$ cat config.mk
export PLATFORM = sky130hd
export DESIGN_NAME = char_class_tokenizer_core
export DESIGN_NICKNAME = d
export VERILOG_FILES = /design/src/design/cct_pkg.sv /design/src/design/cct_scan.sv /design/src/design/char_class_tokenizer_core.sv
export VERILOG_INCLUDE_DIRS = /design/src /design/src/design
export SDC_FILE = /design/constraint.sdc
export NUM_CORES = 2
export LEC_CHECK = 0
export ABC_AREA = 1
export BUFFER_PORTS_ARGS = -buffer_cell sky130_fd_sc_hd__buf_4
export CAP_MARGIN = 30
export CORE_UTILIZATION = 60
export DETAILED_ROUTE_END_ITERATION = 8
export PLACE_DENSITY = 0.79
export SLEW_MARGIN = 10
export SYNTH_ARGS = -nofsm -noshare
export SYNTH_HDL_FRONTEND = slang
export SYNTH_SLANG_ARGS = --single-unit
$ cat constraint.sdc
create_clock -name aclk -period 15.4 [get_ports aclk]
set_input_delay 4.62 -clock aclk [delete_from_list [all_inputs] [get_ports aclk]]
set_output_delay 4.62 -clock aclk [all_outputs]
set_load 0.01 [all_outputs]
$ cat src/design/assert_macros.svh
// ----------------------------------------------------------------------------
// assert_macros.svh
// concurrent assertion helpers, empty when SYNTH is defined
// ----------------------------------------------------------------------------
`ifndef ASSERT_MACROS_SVH
`define ASSERT_MACROS_SVH

`ifndef SYNTH

`define ASSERT_HOLDS(lbl, clk, rst_n, prop) \
    lbl: assert property (@(posedge clk) disable iff (!rst_n) prop) \
        else $error("assertion failed");

`define ASSERT_NEVER(lbl, clk, rst_n, expr) \
    lbl: assert property (@(posedge clk) disable iff (!rst_n) !(expr)) \
        else $error("forbidden condition seen");

`else

`define ASSERT_HOLDS(lbl, clk, rst_n, prop)

`define ASSERT_NEVER(lbl, clk, rst_n, expr)

`endif

`endif

$ cat src/design/cct_pkg.sv
// ----------------------------------------------------------------------------
// cct_pkg
// shared types and constants of the character class tokenizer
// ----------------------------------------------------------------------------
package cct_pkg;

    localparam int         MAX_RES    = 4;
    localparam int         NUM_MAPS   = 8;
    localparam longint     MAX_TEXT   = 65536;
    localparam logic [15:0] POS_CAP   =
        (MAX_TEXT - 1 < 65535) ? 16'(MAX_TEXT - 1) : 16'hFFFF;

    localparam logic [NUM_MAPS-1:0][63:0] MAP_RESET = {
        64'd0, 64'd0, 64'd0, 64'd0, 64'd0, 64'd0, 64'd2, 64'd204996608
    };

    localparam logic [1:0] KIND_WORD  = 2'd0;
    localparam logic [1:0] KIND_BREAK = 2'd1;
    localparam logic [1:0] KIND_END   = 2'd2;

    localparam logic [1:0] CLS_WORD   = 2'd0;
    localparam logic [1:0] CLS_BREAK  = 2'd1;

    localparam logic [7:0] CH_SLASH   = 8'h2F;
    localparam logic [7:0] CH_STAR    = 8'h2A;
    localparam logic [7:0] CH_NL      = 8'h0A;

    typedef logic [255:0][1:0] class_map_t;

    typedef struct packed {
        logic        overflow;
        logic        end_of_text;
        logic [1:0]  token_kind;
        logic [15:0] token_length;
        logic [15:0] token_start;
    } result_t;

    typedef struct packed {
        result_t [MAX_RES-1:0] res;
        logic [2:0]            count;
    } bundle_t;

endpackage

$ cat src/design/cct_scan.sv
// ----------------------------------------------------------------------------
// cct_scan
// scanner state and per-byte token decisions, one byte per accepted item
// ----------------------------------------------------------------------------
module cct_scan import cct_pkg::*; (
    input  logic       aclk,
    input  logic       aresetn,
    input  logic       advance,
    input  logic [7:0] text_byte,
    input  logic       final_byte,
    input  class_map_t class_map,
    output bundle_t    bundle
);

    typedef enum logic [2:0] {
        CM_OUT   = 3'b001,
        CM_LINE  = 3'b010,
        CM_BLOCK = 3'b100
    } cmode_t;

    typedef struct packed {
        logic                  in_word;
        logic [15:0]           wb;
        result_t [MAX_RES-1:0] res;
        logic [2:0]            n;
    } scan_t;

    logic [15:0] pos_reg, pos_next;
    cmode_t      cm_reg, cm_next;
    logic        slash_reg, slash_next;
    logic        star_reg, star_next;
    logic        in_word_reg;
    logic [15:0] wb_reg;
    logic        ovf_reg, ovf_next;
    scan_t       st;

    function automatic logic [15:0] next_pos(logic [15:0] p);
        return (p < POS_CAP) ? p + 16'd1 : POS_CAP;
    endfunction

    function automatic scan_t push(scan_t s, logic [15:0] start, logic [15:0] len,
                                   logic [1:0] kind);
        scan_t r;
        r = s;
        if (s.n < 3'(MAX_RES)) begin
            r.res[s.n[1:0]] = '{overflow: 1'b0, end_of_text: (kind == KIND_END),
                               token_kind: kind, token_length: len, token_start: start};
            r.n = s.n + 3'd1;
        end
        return r;
    endfunction

    function automatic scan_t close_word(scan_t s, logic [16:0] stop);
        scan_t       r;
        logic [16:0] len17;
        logic [15:0] len16;
        r = s;
        if (s.in_word) begin
            len17 = (stop >= {1'b0, s.wb}) ? stop - {1'b0, s.wb} : 17'd0;
            len16 = len17[16] ? 16'hFFFF : len17[15:0];
            r = push(r, s.wb, len16, KIND_WORD);
            r.in_word = 1'b0;
        end
        return r;
    endfunction

    function automatic scan_t take_normal(scan_t s, logic [1:0] k, logic [15:0] q);
        scan_t r;
        r = s;
        if (k == CLS_WORD) begin
            if (!s.in_word) begin
                r.in_word = 1'b1;
                r.wb      = q;
            end
        end else begin
            r = close_word(s, {1'b0, q});
            if (k == CLS_BREAK) begin
                r = push(r, q, 16'd1, KIND_BREAK);
            end
        end
        return r;
    endfunction

    always_comb begin
        logic        outside;
        logic        hold;
        logic [15:0] p;
        logic [1:0]  cls_b;
        logic [1:0]  cls_slash;
        outside    = (cm_reg != CM_LINE) && (cm_reg != CM_BLOCK);
        p          = (outside && slash_reg) ? next_pos(pos_reg) : pos_reg;
        cls_b      = class_map[text_byte];
        cls_slash  = class_map[CH_SLASH];
        hold       = 1'b0;
        ovf_next   = ovf_reg | (p >= POS_CAP);
        cm_next    = cm_reg;
        slash_next = slash_reg;
        star_next  = star_reg;
        st         = '0;
        st.in_word = in_word_reg;
        st.wb      = wb_reg;

        if (cm_reg == CM_LINE) begin
            if (text_byte == CH_NL) begin
                cm_next = CM_OUT;
                st      = take_normal(st, cls_b, p);
            end
        end else if (cm_reg == CM_BLOCK) begin
            if (star_reg && text_byte == CH_SLASH) begin
                cm_next   = CM_OUT;
                star_next = 1'b0;
            end else begin
                star_next = (text_byte == CH_STAR);
            end
        end else begin
            cm_next = CM_OUT;
            if (slash_reg) begin
                slash_next = 1'b0;
                if (text_byte == CH_SLASH || text_byte == CH_STAR) begin
                    st        = close_word(st, {1'b0, pos_reg});
                    cm_next   = (text_byte == CH_SLASH) ? CM_LINE : CM_BLOCK;
                    star_next = 1'b0;
                end else begin
                    st = take_normal(st, cls_slash, pos_reg);
                    st = take_normal(st, cls_b, p);
                end
            end else if (text_byte == CH_SLASH) begin
                slash_next = 1'b1;
                hold       = 1'b1;
            end else begin
                st = take_normal(st, cls_b, p);
            end
        end

        pos_next = hold ? p : next_pos(p);

        if (final_byte) begin
            if (slash_next) begin
                st = take_normal(st, cls_slash, p);
            end
            st = close_word(st, {1'b0, p} + 17'd1);
            st = push(st, next_pos(p), 16'd0, KIND_END);
        end

        for (int i = 0; i < MAX_RES; i++) begin
            st.res[i].overflow = ovf_next;
        end

        bundle.res   = st.res;
        bundle.count = st.n;
    end

    always_ff @(posedge aclk) begin
        if (!aresetn) begin
            pos_reg     <= '0;
            cm_reg      <= CM_OUT;
            slash_reg   <= 1'b0;
            star_reg    <= 1'b0;
            in_word_reg <= 1'b0;
            wb_reg      <= '0;
            ovf_reg     <= 1'b0;
        end else if (advance) begin
            if (final_byte) begin
                pos_reg     <= '0;
                cm_reg      <= CM_OUT;
                slash_reg   <= 1'b0;
                star_reg    <= 1'b0;
                in_word_reg <= 1'b0;
                wb_reg      <= '0;
                ovf_reg     <= 1'b0;
            end else begin
                pos_reg     <= pos_next;
                cm_reg      <= cm_next;
                slash_reg   <= slash_next;
                star_reg    <= star_next;
                in_word_reg <= st.in_word;
                wb_reg      <= st.wb;
                ovf_reg     <= ovf_next;
            end
        end
    end

endmodule

$ cat src/design/char_class_tokenizer_core.sv
// ----------------------------------------------------------------------------
// char_class_tokenizer_core
// byte stream tokenizer with class map and comment skipping
// ----------------------------------------------------------------------------
// One text byte is taken per cycle unless s_tready is low. Each byte yields
// zero to four tokens into a four-slot result buffer, which sends out one item
// per cycle while m_tready is high; a byte yielding k tokens (k >= 2) holds the
// slave side until one is left and m_tready is high, so other bytes stream at
// full rate. A token shows in the cycle after its byte is taken; the end marker
// of each text carries tlast. The user must write the class map registers
// through the cfg port only while the stream is idle; the core does not check.
// ----------------------------------------------------------------------------
`include "assert_macros.svh"

module char_class_tokenizer_core import cct_pkg::*; (
    input  logic        aclk,
    input  logic        aresetn,

    input  logic        cfg_we,
    input  logic [2:0]  cfg_addr,
    input  logic [63:0] cfg_wdata,

    input  logic        s_tvalid,
    output logic        s_tready,
    input  logic [7:0]  s_tdata,     // text_byte
    input  logic        s_tlast,     // final_byte

    output logic        m_tvalid,
    input  logic        m_tready,
    output logic [39:0] m_tdata,     // token_start, token_length, overflow, zero pad
    output logic [1:0]  m_tuser,     // token_kind
    output logic        m_tlast      // end_of_text
);

    logic [NUM_MAPS-1:0][63:0] map_reg;
    result_t [MAX_RES-1:0]     slot_reg;
    logic [2:0]                cnt_reg;
    bundle_t                   bundle;
    logic                      s_fire;
    logic                      m_fire;

    always_ff @(posedge aclk) begin
        if (!aresetn) begin
            map_reg <= MAP_RESET;
        end else if (cfg_we) begin
            map_reg[cfg_addr] <= cfg_wdata;
        end
    end

    assign s_fire   = s_tvalid && s_tready;
    assign m_fire   = m_tvalid && m_tready;
    assign s_tready = (cnt_reg == 3'd0) || (cnt_reg == 3'd1 && m_tready);

    cct_scan u_scan (
        .aclk       (aclk),
        .aresetn    (aresetn),
        .advance    (s_fire),
        .text_byte  (s_tdata),
        .final_byte (s_tlast),
        .class_map  (class_map_t'(map_reg)),
        .bundle     (bundle)
    );

    // result buffer, slot 0 is always the head
    always_ff @(posedge aclk) begin
        if (!aresetn) begin
            cnt_reg <= '0;
        end else if (s_fire) begin
            cnt_reg <= bundle.count;
        end else if (m_fire) begin
            cnt_reg <= cnt_reg - 3'd1;
        end
    end

    always_ff @(posedge aclk) begin
        if (s_fire) begin
            slot_reg <= bundle.res;
        end else if (m_fire) begin
            for (int i = 0; i < MAX_RES - 1; i++) begin
                slot_reg[i] <= slot_reg[i+1];
            end
        end
    end

    assign m_tvalid = (cnt_reg != 3'd0);
    assign m_tdata  = {7'd0, slot_reg[0].overflow, slot_reg[0].token_length,
                       slot_reg[0].token_start};
    assign m_tuser  = slot_reg[0].token_kind;
    assign m_tlast  = slot_reg[0].end_of_text;

    `ASSERT_NEVER(a_cnt_range, aclk, aresetn, cnt_reg > 3'(MAX_RES))
    `ASSERT_HOLDS(a_end_is_last, aclk, aresetn, (m_tvalid && m_tlast) |-> (cnt_reg == 3'd1))
    `ASSERT_HOLDS(a_last_kind, aclk, aresetn, m_tvalid |-> (m_tlast == (m_tuser == KIND_END)))
    `ASSERT_HOLDS(a_break_len, aclk, aresetn, (m_tvalid && m_tuser == KIND_BREAK) |-> (m_tdata[31:16] == 16'd1))

endmodule

==> metrics list <==
- The cell sitting at the root of the clock tree is a sky130_fd_sc_hd__clkbuf_16.
- The largest individual stage delay along the critical path comes from the cell sky130_fd_sc_hd__buf_4.
- The critical path is of the in2reg type.
* Result of the run: finished with violations
- Clock share of power: 0.293
- Number of clock buffers inserted by TritonCTS: 77
- Areal power density over the cells: 142 mW/mm2
- The floorplan has 99 rows.
- Detailed routing inserted a total of 49.3k vias.
* Post-CTS sizing: 0
- The floorplan step defined a core boundary enclosing 0.0730 mm2.
- The number of pins exceeding their max-slew limit in the final report is 0.
- Unrepaired setup endpoints after global routing: false
- Worst vdd ir: 146 uV
* LEAKAGE: 21.3 nW
- Ratio of cells with drive above 1 in the final layout: 0.0740
* Biggest cell delay along the critical path: 810 ps
- In the routed layout, each cell is associated on average with a via count of 6.45.
- Number of flops mapped to enable cells by yosys: 140
* Post-synthesis register bit count: 694
- After layout, the minimum clock period comes to 12660 ps.
- The clock passes through at most 3 buffers.
* Number of violations of the max-capacitance limit: 0
- Sum of net half-perimeters after detailed placement: 126000 um
- STA classifies the critical path startpoint as a primary input.
* Global-route wire length before repair: 282000 um
- Switching pwr: 2.81 mW
* Insertion delay of the later-clocked pin in the worst-skew pair: 680 ps
* Pin count of the biggest net entering global routing: 186
- Share of the cycle needed by the critical path after routing: 0.822
* Growth of design area from synthesis to finish: 8.56%
* Vias in the first global route: 44.9k
- Of the total power, registers draw 0.333.
- Post-synthesis cell count: 6762
- For this run, the share of the core covered by cells in the final layout is 0.658.
* Number of different library cells in the post-synthesis netlist: 67
- The H-tree generated during clock tree synthesis spans 3 levels.
- Measured against its own limit, the worst slew margin works out to 0.203.
- Of the total power, the share spent switching nets is 0.412.
- In this run the cell area measured after placement is 0.0451 mm2.
* Violated checks: DRC
- Combined area of the multi-input logic cells: 0.0243 mm2
* Detailed router's first-iteration violation count: 7524
- Setup slack on the worst reg-to-reg path comes out at 6700 ps.
- The floorplan step defined a die boundary enclosing 0.0748 mm2.
- In the synthesized netlist the async set-or-reset flop fraction comes to 0.
- Crit path capture type: register
* Flip-flop count of the largest register after layout: 512
- Post-CTS Hold Fix Bufs: 0
- The first detailed-routing pass ran for 9 iterations.
- For this block, the routed nets add up to 190000 um of wire.
- STA puts the critical path data required time at 15770 ps.
- Storage element area: 0.0153 mm2
* Total count of hold-check failures in the final report: 0
- Critical Path Fanout Max: 89
* Horizontal die dimension: 273 um
- CTS sink count: 694
* Number of synthesis warnings: 0
- In this run the cell area of the synthesized design comes to 0.0442 mm2.
- Remaining Overflow, GRT: 0
- At the end of routability-driven placement, the weighted congestion stood at 1.10.
- 126 I/O pins were placed.
- Internal power: 4.01 mW
- Fill cells in the final layout number 6571.
* Starting utilization of the core area: 0.606
* Die span in y: 273 um
- Worst Tran Pin Value: 1190 ps
- Net count of the finished layout: 6793
- Hold is met by 450 ps.
* Number of setup violations in the final report: 0
- In this run the post-CTS setup repair buffer count came out at 0.
* Setup TNS: 0 ps
- GRT Total Usage: 0.498
- Summed area of non-filler cells in the final layout: 0.0480 mm2
- Of the total power, combinational logic draws 0.374.
- Antenna-violating nets left: 0
* IO buf count: 118
- Mean cell area of the mapped netlist: 6.54 um2
* Most frequently used flop master after synthesis: sky130_fd_sc_hd__dfxtp_1
- Fmax: 79.0 MHz
- Sequential share of the synthesized area: 0.346
- TritonCTS built the clock tree.
* Final setup skew: 39.8 ps
- DRC violation count after routing: 1
- Counting stages on the worst path, the most repeated cell is sky130_fd_sc_hd__nand2_1.
* Tightest Hold Check Type: reg2reg
* Clock-pin slew on the worst setup and hold paths: 60 ps
* Initial antenna violation count: 21
* Detail-routed net length per standard cell: 24.9 um
- Data on the critical path arrives at its endpoint at 13030 ps.
power groups by stage:
stage,Clock (mW),Combinational (mW),Sequential [mW]
2_1_floorplan,0,1.62,2.27
3_3_place_gp,0,2.39,2.30
3_5_place_dp,0,2.40,2.30
4_1_cts,2.00,2.41,2.27
5_1_grt,2.06,2.70,2.29
6_report,2.00,2.55,2.27
path summary, 6_finish.rpt:
| kind | endpoint | depth (start not counted) | startpoint |
|---|---|---|---|
| max | m_tdata[18]$_DFFE_PP_ | 47 | s_tdata[0] |
| max reg2reg | m_tdata[18]$_DFFE_PP_ | 39 | u_scan.cm_reg[0]$_SDFFE_PN1P_ |
| min | map_reg[271]$_SDFFE_PN0P_ | 2 | map_reg[271]$_SDFFE_PN0P_ |
| min reg2reg | map_reg[271]$_SDFFE_PN0P_ | 2 | map_reg[271]$_SDFFE_PN0P_ |
cell usage in the layout, fill, tap and decap left out, drive strengths merged, types with 9 or more instances in the layout:
cell	n
o211ai	161
nand4	56
nand3	315
a22o	12
xnor2	21
a221oi	26
clkinv	39
dfxtp	554
bufinv	9
edfxtp	140
ha	108
diode	18
o221ai	34
nor2	847
a21oi	525
nor3	26
clkbuf	105
nand2	1612
a31oi	13
inv	634
buf	243
nand3b	15
o2111ai	23
o22ai	17
a22oi	53
o21bai	13
o21ai	917
xor2	55
Yosys cell counts, drive strengths merged, types with 55 or more instances:
| library cell | n | area share |
|---|---|---|
| nand4 | 56 | 0.0082 |
| dfxtp | 554 | 0.25 |
| nand2 | 1612 | 0.14 |
| o211ai | 161 | 0.027 |
| clkbuf | 322 | 0.028 |
| edfxtp | 140 | 0.095 |
| a21oi | 525 | 0.060 |
| buf | 172 | 0.024 |
| xor2 | 55 | 0.011 |
| o21ai | 917 | 0.10 |
| nor2 | 847 | 0.073 |
| nand3 | 315 | 0.036 |
| inv | 636 | 0.054 |
| ha | 108 | 0.031 |
routing by layer:
layer	vias to the layer above	GRT usage	wire (um)
met2	3788	0.737	79200
met5	-	0.0116	208
met1	22300	0.593	65800
met4	14	0.411	19500
li1	22100	-	-
met3	1070	0.150	25400
critical path: cells and delay by family:
kind                     cells  cell delay [ps]
AO/OA/AOI/OAI               16             2660
adder cells (fa/ha/maj)      1              400
buffers and inverters        7             1850
AND/OR/NAND/NOR             23             3320
area by class of cell:
class	instances	area share
Multi-Input combinational cell	4928	0.506
Clock buffer	102	0.0450
Inverter	652	0.0513
Tap cell	959	0.0250
Timing Repair Buffer	246	0.0413
Clock inverter	37	0.0115
Antenna cell	18	0.000939
Sequential cell	694	0.319
per-stage QoR:
| stage | worst slack (ps) | instances | total power [mW] |
|---|---|---|---|
| finish | 2740 | 7636 | 6.83 |
| global route | 2220 | 7632 | 7.05 |
| CTS | 3200 | 7607 | 6.68 |
| detailed placement | 2560 | 7468 | 4.70 |
| global placement | 2700 | 7461 | 4.69 |
| floorplan | 5080 | 6768 | 3.90 |
cell families after synthesis:
logic type,after synthesis,share of synthesized area
XOR/XNOR,76,0.0151
AO/OA/AOI/OAI,1845,0.235
other,1,0.0000848
buffers and inverters,1146,0.107
adder cells (fa/ha/maj),113,0.0328
AND/OR/NAND/NOR,2887,0.265
flip-flops,694,0.346
No activity file was read; power rests on OpenSTA's default activity.
